`src/rtl/llp_pkg.sv`:
```
// Shared types and constants of the lidar packet parser.
// No dependencies; imported by llp_framer, llp_emitter and lidar_packet_parser.
package llp_pkg;

    localparam int PKT_LEN   = 36;
    localparam int HDR_LEN   = 4;
    localparam int BODY_LEN  = PKT_LEN - HDR_LEN - 2;   // bytes 4..33, CRC not kept
    localparam int N_SAMPLES = 8;

    localparam logic [7:0] SYNC_0 = 8'h55;
    localparam logic [7:0] SYNC_1 = 8'hAA;
    localparam logic [7:0] SYNC_2 = 8'h03;
    localparam logic [7:0] SYNC_3 = 8'h08;

    localparam logic [15:0] ANGLE_BIAS = 16'd40960;
    // Lowest code that truncates to zero degrees, highest code below 360 degrees
    localparam logic [15:0] ANGLE_CODE_MIN = 16'd40897;
    localparam logic [15:0] ANGLE_CODE_MAX = 16'd63999;
    localparam logic [9:0]  DEG_LIMIT      = 10'd360;

    // x / 7 == (x * RECIP_7) >> RECIP_SHIFT for x up to 7 * 359
    localparam logic [12:0] RECIP_7     = 13'd4682;
    localparam int          RECIP_SHIFT = 15;

    typedef struct packed {
        logic                        valid;
        logic [8:0]                  begin_deg;
        logic [8:0]                  span_deg;
        logic [9:0]                  speed_rpm;
        logic [N_SAMPLES-1:0][15:0]  dist_words;
    } t_decode;

endpackage

```
`src/rtl/lidar_packet_parser.sv`:
```
// Top level of the lidar scan packet parser: byte framer plus sample emitter.
// Depends on llp_pkg, llp_framer and llp_emitter.
// After a packet's final byte is taken, the emitter latches it and feeds the output register.
// Throughput: one byte per cycle unless o_stall; eight samples one per cycle unless i_stall.
// The final byte of a packet is held off while the previous packet's samples still drain.
// Reset (synchronous, active low) returns to header hunt and empties the output register.
module lidar_packet_parser (
    input  logic        i_clk,
    input  logic        i_rst_n,
    input  logic        i_valid,
    output logic        o_stall,
    input  logic [7:0]  i_rx_byte,
    output logic        o_valid,
    input  logic        i_stall,
    output logic [8:0]  o_angle_deg,
    output logic [15:0] o_distance,
    output logic [9:0]  o_speed_rpm,
    output logic        o_last_sample
);
    import llp_pkg::*;

    t_decode decode;
    logic    busy;

    // Hunt for 55 AA 03 08, capture the body and decode the angle codes on the last byte.
    // A decode that fails the range check produces no valid pulse, so the packet is dropped.
    llp_framer u_framer (
        .i_clk     (i_clk),
        .i_rst_n   (i_rst_n),
        .i_valid   (i_valid),
        .i_rx_byte (i_rx_byte),
        .i_busy    (busy),
        .o_stall   (o_stall),
        .o_decode  (decode)
    );

    // Latch a decoded packet and walk its eight samples, one per free output slot.
    llp_emitter u_emitter (
        .i_clk         (i_clk),
        .i_rst_n       (i_rst_n),
        .i_decode      (decode),
        .i_stall       (i_stall),
        .o_busy        (busy),
        .o_valid       (o_valid),
        .o_angle_deg   (o_angle_deg),
        .o_distance    (o_distance),
        .o_speed_rpm   (o_speed_rpm),
        .o_last_sample (o_last_sample)
    );

endmodule

```
`src/rtl/llp_framer.sv`:
```
// Header hunt, packet byte capture and angle decode of the lidar packet parser.
// Depends on llp_pkg.
module llp_framer (
    input  logic            i_clk,
    input  logic            i_rst_n,
    input  logic            i_valid,
    input  logic [7:0]      i_rx_byte,
    input  logic            i_busy,
    output logic            o_stall,
    output llp_pkg::t_decode o_decode
);
    import llp_pkg::*;

    localparam logic [1:0] PH_HUNT = 2'd0;
    localparam logic [1:0] PH_HDR  = 2'd1;
    localparam logic [1:0] PH_PAY  = 2'd2;

    logic [1:0] r_phase, n_phase;
    logic [5:0] r_count, n_count;
    logic [7:0] r_body [BODY_LEN];

    logic       accept;
    logic       final_byte;
    logic       store;
    logic [4:0] w_idx;
    logic [7:0] sync_exp;

    logic [15:0] begin_code, end_code, begin_off, end_off;
    logic [15:0] speed_word;
    logic [8:0]  begin_deg, end_deg;
    logic        angles_ok;
    logic [9:0]  span_wide;

    assign final_byte = (r_phase == PH_PAY) && (r_count == 6'(PKT_LEN - 1));
    // Hold the last byte of a packet while the previous packet still drains
    assign o_stall    = i_busy && final_byte;
    assign accept     = i_valid && !o_stall;

    always_comb begin
        unique case (r_count[1:0])
            2'd1:    sync_exp = SYNC_1;
            2'd2:    sync_exp = SYNC_2;
            2'd3:    sync_exp = SYNC_3;
            default: sync_exp = SYNC_0;
        endcase
    end

    always_comb begin
        n_phase = r_phase;
        n_count = r_count;
        store   = 1'b0;
        unique case (r_phase)
            PH_HDR: begin
                if (r_count >= 6'd1 && r_count < 6'(HDR_LEN) && i_rx_byte == sync_exp) begin
                    n_count = r_count + 6'd1;
                    if (n_count == 6'(HDR_LEN)) n_phase = PH_PAY;
                end else begin
                    n_count = '0;
                    n_phase = PH_HUNT;
                end
            end
            PH_PAY: begin
                if (r_count >= 6'(HDR_LEN) && r_count < 6'(PKT_LEN)) begin
                    store   = r_count < 6'(HDR_LEN + BODY_LEN);
                    n_count = r_count + 6'd1;
                    if (n_count == 6'(PKT_LEN)) begin
                        n_count = '0;
                        n_phase = PH_HUNT;
                    end
                end else begin
                    n_count = '0;
                    n_phase = PH_HUNT;
                end
            end
            default: begin
                if (i_rx_byte == SYNC_0) begin
                    n_count = 6'd1;
                    n_phase = PH_HDR;
                end else begin
                    n_count = '0;
                    n_phase = PH_HUNT;
                end
            end
        endcase
    end

    always_ff @(posedge i_clk) begin
        if (!i_rst_n) begin
            r_phase <= PH_HUNT;
            r_count <= '0;
        end else if (accept) begin
            r_phase <= n_phase;
            r_count <= n_count;
        end
    end

    assign w_idx = 5'(r_count - 6'(HDR_LEN));

    always_ff @(posedge i_clk) begin
        if (accept && store) r_body[w_idx] <= i_rx_byte;
    end

    // Angle codes: begin at bytes 6..7, end at bytes 32..33
    assign begin_code = {r_body[3], r_body[2]};
    assign end_code   = {r_body[29], r_body[28]};
    assign speed_word = {r_body[1], r_body[0]};
    assign begin_off  = begin_code - ANGLE_BIAS;
    assign end_off    = end_code - ANGLE_BIAS;
    assign begin_deg  = (begin_code >= ANGLE_BIAS) ? begin_off[14:6] : 9'd0;
    assign end_deg    = (end_code >= ANGLE_BIAS) ? end_off[14:6] : 9'd0;
    assign angles_ok  = begin_code >= ANGLE_CODE_MIN && begin_code <= ANGLE_CODE_MAX &&
                        end_code >= ANGLE_CODE_MIN && end_code <= ANGLE_CODE_MAX;
    assign span_wide  = (end_deg >= begin_deg) ? ({1'b0, end_deg} - {1'b0, begin_deg})
                      : ({1'b0, end_deg} + DEG_LIMIT - {1'b0, begin_deg});

    always_comb begin
        o_decode.valid     = accept && final_byte && angles_ok;
        o_decode.begin_deg = begin_deg;
        o_decode.span_deg  = span_wide[8:0];
        o_decode.speed_rpm = speed_word[15:6];
        for (int k = 0; k < N_SAMPLES; k++) begin
            o_decode.dist_words[k] = {r_body[4 + 3 * k + 1], r_body[4 + 3 * k]};
        end
    end

endmodule

```
`src/rtl/llp_emitter.sv`:
```
// Angle interpolation and result register of the lidar packet parser.
// Depends on llp_pkg.
module llp_emitter (
    input  logic             i_clk,
    input  logic             i_rst_n,
    input  llp_pkg::t_decode i_decode,
    input  logic             i_stall,
    output logic             o_busy,
    output logic             o_valid,
    output logic [8:0]       o_angle_deg,
    output logic [15:0]      o_distance,
    output logic [9:0]       o_speed_rpm,
    output logic             o_last_sample
);
    import llp_pkg::*;

    logic                       r_busy;
    logic [2:0]                 r_k;
    logic [11:0]                r_acc;
    logic [8:0]                 r_begin;
    logic [8:0]                 r_span;
    logic [9:0]                 r_speed;
    logic [N_SAMPLES-1:0][15:0] r_dist;

    logic                       r_ov;
    logic [8:0]                 r_angle;
    logic [15:0]                r_distance;
    logic [9:0]                 r_rpm;
    logic                       r_last;

    logic        out_free, emit;
    logic [24:0] prod;
    logic [8:0]  step;
    logic [9:0]  sum;
    logic [8:0]  angle;

    assign out_free = !r_ov || !i_stall;
    assign emit     = r_busy && out_free;

    // begin + span*k/7, wrapped at 360
    assign prod  = 25'(r_acc) * 25'(RECIP_7);
    assign step  = prod[RECIP_SHIFT +: 9];
    assign sum   = {1'b0, r_begin} + {1'b0, step};
    assign angle = (sum >= DEG_LIMIT) ? 9'(sum - DEG_LIMIT) : sum[8:0];

    always_ff @(posedge i_clk) begin
        if (!i_rst_n) begin
            r_busy <= 1'b0;
            r_k    <= '0;
            r_ov   <= 1'b0;
        end else begin
            if (i_decode.valid) begin
                r_busy <= 1'b1;
                r_k    <= '0;
            end else if (emit) begin
                r_k <= r_k + 3'd1;
                if (r_k == 3'(N_SAMPLES - 1)) r_busy <= 1'b0;
            end
            if (emit)          r_ov <= 1'b1;
            else if (!i_stall) r_ov <= 1'b0;
        end
    end

    always_ff @(posedge i_clk) begin
        if (i_decode.valid) begin
            r_acc   <= '0;
            r_begin <= i_decode.begin_deg;
            r_span  <= i_decode.span_deg;
            r_speed <= i_decode.speed_rpm;
            r_dist  <= i_decode.dist_words;
        end else if (emit) begin
            r_acc <= r_acc + 12'(r_span);
        end
        if (emit) begin
            r_angle    <= angle;
            r_distance <= r_dist[r_k];
            r_rpm      <= r_speed;
            r_last     <= (r_k == 3'(N_SAMPLES - 1));
        end
    end

    assign o_busy        = r_busy;
    assign o_valid       = r_ov;
    assign o_angle_deg   = r_angle;
    assign o_distance    = r_distance;
    assign o_speed_rpm   = r_rpm;
    assign o_last_sample = r_last;

endmodule
```
`config.mk`:
```
export PLATFORM = sky130hd
export DESIGN_NAME = lidar_packet_parser
export DESIGN_NICKNAME = d
export VERILOG_FILES = /design/src/rtl/llp_pkg.sv /design/src/rtl/lidar_packet_parser.sv /design/src/rtl/llp_framer.sv /design/src/rtl/llp_emitter.sv
export SDC_FILE = /design/constraint.sdc
export NUM_CORES = 1
export LEC_CHECK = 0
export ABC_AREA = 1
export BUFFER_PORTS_ARGS = -buffer_cell sky130_fd_sc_hd__buf_2
export CAP_MARGIN = 20
export CORE_MARGIN = 5
export CORE_UTILIZATION = 60
export DETAILED_ROUTE_END_ITERATION = 10
export HOLD_SLACK_MARGIN = 0.03
export PLACE_DENSITY = 0.77
export SLEW_MARGIN = 40
export SYNTH_ARGS = -nofsm -noshare
export SYNTH_HDL_FRONTEND = slang
export SYNTH_SLANG_ARGS = --single-unit
```
`constraint.sdc`:
```
create_clock -name i_clk -period 6.85 [get_ports i_clk]
set_clock_uncertainty 0.15 [all_clocks]
set_input_delay 0.685 -clock i_clk [delete_from_list [all_inputs] [get_ports i_clk]]
set_output_delay 0.685 -clock i_clk [all_outputs]
set_load 0.02 [all_outputs]
```
==> results of run 1 <==
## layout by cell type, fill, tap and decap left out, types with 2 or more instances in the layout
master / n
edfxtp_1: 362
nand2_1: 241
nor2_1: 197
inv_1: 169
ha_1: 121
o21ai_0: 92
nand3_1: 78
a21oi_1: 59
buf_2: 49
clkbuf_16: 39
fa_1: 26
dfxtp_1: 24
xor2_1: 18
o22ai_1: 16
a31oi_1: 16
nor2_2: 13
nor3_1: 10
clkbuf_1: 7
clkinv_1: 7
buf_4: 7
nand4_1: 6
nand3b_1: 6
xnor2_1: 6
clkinv_2: 6
o21bai_1: 5
clkinvlp_4: 5
or2_2: 4
clkinv_8: 3
nand3_2: 2
nor4_1: 2
o21a_1: 2
## critical path: cells and delay by family (launching register included)
kind                     cells  cell delay [ps]
AO/OA/AOI/OAI                1              260
adder cells (fa/ha/maj)      7             2460
buffers and inverters        4              230
flip-flops                   1              500
AND/OR/NAND/NOR             17             1760
## state kept, by name, indices dropped and copies added, names as in the netlist, 6 cells and up
name	cells
u_framer.r_count	6
u_framer.r_body	170
u_emitter.r_acc	12
u_emitter.o_angle_deg	9
u_emitter.r_begin	9
u_emitter.r_dist	128
u_emitter.r_span	9
u_emitter.o_speed_rpm	10
u_emitter.r_speed	10
u_emitter.o_distance	16
## worst min path at each step
stage                                         endpoint  slack, ps  depth (start not counted)
floorplan           u_emitter.o_speed_rpm[0]$_DFFE_PP_        250                          0
global placement        u_emitter.r_dist[60]$_DFFE_PP_        250                          0
detailed placement  u_emitter.o_speed_rpm[0]$_DFFE_PP_        250                          0
CTS                     u_emitter.r_dist[76]$_DFFE_PP_        260                          0
global route           u_emitter.r_dist[126]$_DFFE_PP_        260                          0
finish                 u_emitter.r_dist[126]$_DFFE_PP_        260                          0
## per-layer routing
metal / wire length [um] / GRT usage, % / up-vias
li1: - / - / 5372
met1: 15530 / 30.70 / 5276
met2: 16790 / 35.80 / 418
met3: 2342 / 2.890 / 63
met4: 714 / 5.374 / 0
met5: 0 / 0 / -
## power by group
group / switching (mW) / leakage, nW / internal (mW)
sequential: 0.000828 / 3.47 / 2.56
clock: 0.852 / 0.556 / 1.09
combinational: 0.0328 / 3.76 / 0.00780
## cell type report
type                    count  area [um2]
fillers                  2126        9801
repair buffers             56       297.8
clock buffers              46        1002
clock inverters            22       165.2
flip-flops and latches    387       11370
multi-input cells         933        5694
well taps                 390       488.0
inverters                 172       660.6
## stage by stage
stage	std cells	power (mW)	area, um2
detailed placement	1938	2.654	18500
finish	2006	4.544	19680
floorplan	1520	2.626	17780
global placement	1938	2.653	18480
CTS	2006	4.569	19670
global route	2006	4.682	19680
## kinds of logic (layout without fill, tap and decap cells)
kind of cell / Yosys count / count (layout)
compound gates: 198 / 198
fa+ha+maj: 147 / 147
xor+xnor: 24 / 24
buf+inv: 200 / 296
simple gates: 564 / 564
flops: 387 / 387
==> summary.md, run 1 <==
| Metric | Value |
|---|---|
| H-tree depth | 2 |
| Slew headroom | 48.41% |
| Vias per cell | 5.548 |
| R2R depth | 29 |
| Gr usage total | 21.57% |
| Crit path DAT | 5730 ps |
| Worst R2R Setup Slack | 1250 ps |
| Count of final setup violators | 0 |
| Asr flop ratio synth | 0% |
| Buffers on Ports | 49 |
| Share of layout cells above drive strength 1 | 8.601% |
| Synth Area in Compound Gates | 6.135% |
| Resize count post-CTS | 0 |
| Type of the tightest min-delay check | flop to flop |
| RSZ-0062 raised after global routing | no |
| Worst-path fanout max | 8 |
| Dpl ws | 1310 ps |
| Clock Tree Root | clkbuf_16 |
| Cell mode on critical path | nand2_1 |
| RR Endpoint | u_emitter.o_angle_deg[4]$_DFFE_PP_ |
| Most common flop cell mapped by yosys | edfxtp_1 |
| Max Freq | 178.5 MHz |
| Simple-gate portion of the synthesized area | 13.05% |
| # clock sinks | 387 |
| Worst skew pair latency | 530 ps |
| Largest net degree at the start of global routing | 120 |
| Postcts setup bufs | 0 |
| Nets@finish | 1747 |
| Distinct cells, synth | 40 |
| Mux share of post-synthesis cell area | 0% |
| Vias in the first global route | 11044 |
| XOR/XNOR Fraction of Synth Area | 1.182% |
| Number of warning messages in the yosys log | 0 |
| # IOs | 50 |
| Gpl congestion | 0.8973 |
| Crit Path Category | flop to flop |
| HPWL after DPL | 23190 um |
| Adder-Cell Fraction of Synth Area | 11.44% |
| Count of pins over their slew limit | 0 |
| Max cap viols | 0 |
| Clk slew on worst S/H paths | 60 ps |
| Utilization after layout | 66.76% |
| DRC Markers | 0 |
| Final setup margin | 1246 ps |
| Crit path from | u_emitter.r_acc[9]$_SDFFE_PP0P_ |
| Core Area | 29480 um2 |
| DRT iter0 DRCs | 991 |
| Die width | 182.2 um |
| Post-synth top cells | edfxtp_1 (362), nand2_1 (241), nor2_1 (210) |
| Crit-path slowest cell | dfxtp_1 |
| DRT Wirelength | 35380 um |
| Hold_sp | u_framer.r_body[26][6]$_DFFE_PP_ |
| Share of the synthesized area in the top cell type | 61.13% |
| EDFF count, synth | 362 |
| Crit-path max cell delay | 500 ps |
| Clock Path Buffers | 3 |
| Initial antenna violation count | 1 |
| Least-Margin Pin Slew | 771.1 ps |
| Worst Path Required | 6980 ps |
| Hold Fails Final Rpt | 0 |
| Mapped Area | 17780 um2 |
| DRT Pass-1 Iters | 7 |
| Post-Syn Area per Cell | 11.70 um2 |
| Largest family of logic cells by synthesized area | simple AND/OR/NAND/NOR gates |
| First-pass GRT wire length | 57040 um |
| Crit end category | flop |
| Run status | finished, final reports clean |
| Sequential share of the synthesized area | 63.94% |
| CTS tree | built |
| Row Count | 63 |
| Setup TNS | 0 ps |
| Top cells by area, synth | edfxtp_1 (61%), ha_1 (8.5%), nand2_1 (5.1%) |
| Total Die Area | 33180 um2 |
| Leak | 7.781 nW |
| Beginning of the worst register-to-register path | u_emitter.r_acc[9]$_SDFFE_PP0P_ |
| Number of buffers created by CTS | 38 |
| Avg WL per Cell | 17.63 um |
| Starting Density | 60.32% |
| Via Count | 11129 |
| Die height | 182.2 um |
| Setup crit end | u_emitter.o_angle_deg[4]$_DFFE_PP_ |
| Post-Synthesis Cells | 1520 |
| Grt ovf | 0 |
| CTS hold repair buffers | 0 |
| Routed Antenna Nets | 0 |
| Setup crit start kind | flop |
| Most frequent cell after synthesis | edfxtp_1 |
| Syn Nets | 1679 |
| Worst vdd ir | 0.2183 mV |
| Area Overhead vs Synth | 10.67% |
| WHS | 257.8 ps |
| Yosys top cell by area | edfxtp_1 |
| Min cycle time layout | 5604 ps |
| P per Cell Area | 230.9 nW/um2 |
| Number of synthesized register bits | 387 |
| N_diodes | 0 |
| Final worst-path cycle share | 81.80% |
Power figures use the tool's default switching activity.
==> run 2, diff against run 1 <==
==> constraint.sdc (replaced) <==
create_clock -name i_clk -period 5.75 [get_ports i_clk]
set_clock_uncertainty 0.15 [all_clocks]
set_input_delay 0.575 -clock i_clk [delete_from_list [all_inputs] [get_ports i_clk]]
set_output_delay 0.575 -clock i_clk [all_outputs]
set_load 0.02 [all_outputs]
==> run 2 against run 1 <==
Clock power up 24%. Total power up 21%. Sequential power up 19%. Critical path depth up 3. Via count up 1.9%. Largest cell class unchanged.
==> summary.md, run 2 (synthesis results as in run 1) <==
| Metric | Value |
|---|---|
| Nets@finish | 1754 (+0.40%) |
| Slew headroom | 46.44% (-2.0 points) |
| WHS | 197.1 ps (-60.67 ps) |
| Hold Fails Final Rpt | 0 (unchanged) |
| Final worst-path cycle share | 93.17% (+11 points) |
| Initial antenna violation count | 1 (unchanged) |
| Worst skew pair latency | 520 ps (about the same) |
| N_diodes | 0 (unchanged) |
| Commonest non-fill, non-tap cell in the layout | edfxtp_1 |
| # clock sinks | 387 (unchanged) |
| Clk slew on worst S/H paths | 60 ps (about the same) |
| CTS hold repair buffers | 0 (unchanged) |
| Gr usage total | 22.33% (+0.76 points) |
| First-pass GRT wire length | 59140 um (+3.7%) |
| Crit path DAT | 5480 ps (-250 ps) |
| Worst Path Required | 5870 ps (-1110 ps) |
| Clock Path Buffers | 3 (unchanged) |
| Cell mode on critical path | nand2_1 |
| Setup crit start kind | flop |
| Row Count | 63 (unchanged) |
| Commonest non-fill, non-tap cells in the layout | edfxtp_1 (362), nand2_1 (237), nor2_1 (198) |
| Count of final setup violators | 0 (unchanged) |
| Total Die Area | 33180 um2 (unchanged) |
| Final setup margin | 392.5 ps (-853.9 ps) |
| Largest net degree at the start of global routing | 97 (-19%) |
| CTS tree | built |
| Buffers on Ports | 49 (unchanged) |
| Least-Margin Pin Slew | 800.4 ps (+29.30 ps) |
| DRC Markers | 0 (unchanged) |
| Die height | 182.2 um (unchanged) |
| Grt ovf | 0 (unchanged) |
| Worst vdd ir | 0.3085 mV (+41%) |
| Total Power | 5.508 mW (+21%) |
| Starting Density | 60.32% (unchanged) |
| Crit end category | flop |
| Setup TNS | 0 ps (unchanged) |
| Routed Antenna Nets | 0 (unchanged) |
| Crit-path max cell delay | 520 ps (+20 ps) |
| H-tree depth | 2 (unchanged) |
| Max cap viols | 0 (unchanged) |
| Count of pins over their slew limit | 0 (unchanged) |
| Largest Register | u_framer.r_body |
| Max Freq | 186.7 MHz (+4.6%) |
| Fillers | 2064 (-2.9%) |
| Crit-path slowest cell | fa_1 |
| Run status | finished, final reports clean |
| Via Count | 11339 (+1.9%) |
| Die width | 182.2 um (unchanged) |
| Dpl ws | 180.5 ps (-1130 ps) |
| Gpl congestion | 0.9080 (+1.2%) |
| Core Area | 29480 um2 (unchanged) |
| Crit Path Category | flop to flop |
| Min cycle time layout | 5358 ps (-246.1 ps) |
| Vias per cell | 5.630 (+1.5%) |
| Max FFs per register | 170 (unchanged) |
| Number of buffers created by CTS | 39 (+2.6%) |
| HPWL after DPL | 23780 um (+2.5%) |
| Leak | 7.853 nW (+0.92%) |
| Avg WL per Cell | 18.40 um (+4.3%) |
| Clock Tree Root | clkbuf_16 |
| P per Cell Area | 277.2 nW/um2 (+20%) |
| Type of the tightest min-delay check | input pin to flop |
| # IOs | 50 (unchanged) |
| Worst-path fanout max | 7 (-1) |
| Share of layout cells above drive strength 1 | 9.975% (+1.4 points) |
| Area Overhead vs Synth | 11.72% |
| Vias in the first global route | 11454 (+3.7%) |
| DRT Wirelength | 37050 um (+4.7%) |
| DRT iter0 DRCs | 1045 (+5.4%) |
| DRT Pass-1 Iters | 5 (-2) |
==> run 2: path summary, 6_finish.rpt <==
path | start | endpoint | slack, ps | depth (start not counted)
max | u_emitter.r_acc[7]$_SDFFE_PP0P_ | u_emitter.o_angle_deg[7]$_DFFE_PP_ | 390 | 32
min | i_rst_n | u_framer.r_phase[0]$_SDFFE_PN0P_ | 200 | 3
max reg2reg | u_emitter.r_acc[7]$_SDFFE_PP0P_ | u_emitter.o_angle_deg[7]$_DFFE_PP_ | 390 | 32
min reg2reg | u_framer.r_body[10][7]$_DFFE_PP_ | u_emitter.r_dist[39]$_DFFE_PP_ | 260 | 0
==> run 2: routing by layer <==
metal | up-vias | global-route usage [%] | routed length (um)
met5 | - | 0 | 20
met4 | 2 | 6.094 | 970
met3 | 105 | 4.066 | 2704
met2 | 441 | 37.48 | 17990
met1 | 5387 | 30.41 | 15360
li1 | 5404 | - | -
==> run 2: where the power goes <==
group          internal [mW]  switching, mW
registers               3.05        0.00106
clock network           1.39           1.01
logic                0.00927         0.0400
==> run 2: critical path, delay by kind of cell, from the launching register on <==
| kind | cells | cell delay (ps) |
|---|---|---|
| adder cells (fa/ha/maj) | 8 | 2670 |
| buffers and inverters | 6 | 410 |
| flip-flops | 1 | 370 |
| AND/OR/NAND/NOR | 18 | 1500 |
==> run 2: area by class of cell <==
class | instances | area (um2) | share of cell area, %
Multi-Input combinational cell | 933 | 5771 | 29.04
Clock buffer | 47 | 1006 | 5.063
Tap cell | 390 | 488.0 | 2.456
Clock inverter | 23 | 211.5 | 1.064
Timing Repair Buffer | 62 | 355.3 | 1.789
Sequential cell | 387 | 11380 | 57.28
Inverter | 172 | 655.6 | 3.300
==> run 2: stage by stage <==
| step | instance area (um2) | utilization [%] | std cells |
|---|---|---|---|
| floorplan | 17780 | - | 1520 |
| global placement | 18520 | 62.81 | 1942 |
| detailed placement | 18540 | 62.87 | 1942 |
| CTS | 19750 | 67.00 | 2012 |
| global route | 19870 | 67.39 | 2014 |
| finish | 19870 | 67.39 | 2014 |
==> run 2: repair_timing <==
item                                    4_1_cts  5_1_grt
resized for setup                             0       22
endpoints found under the setup margin        0        6
setup buffers                                 0        2
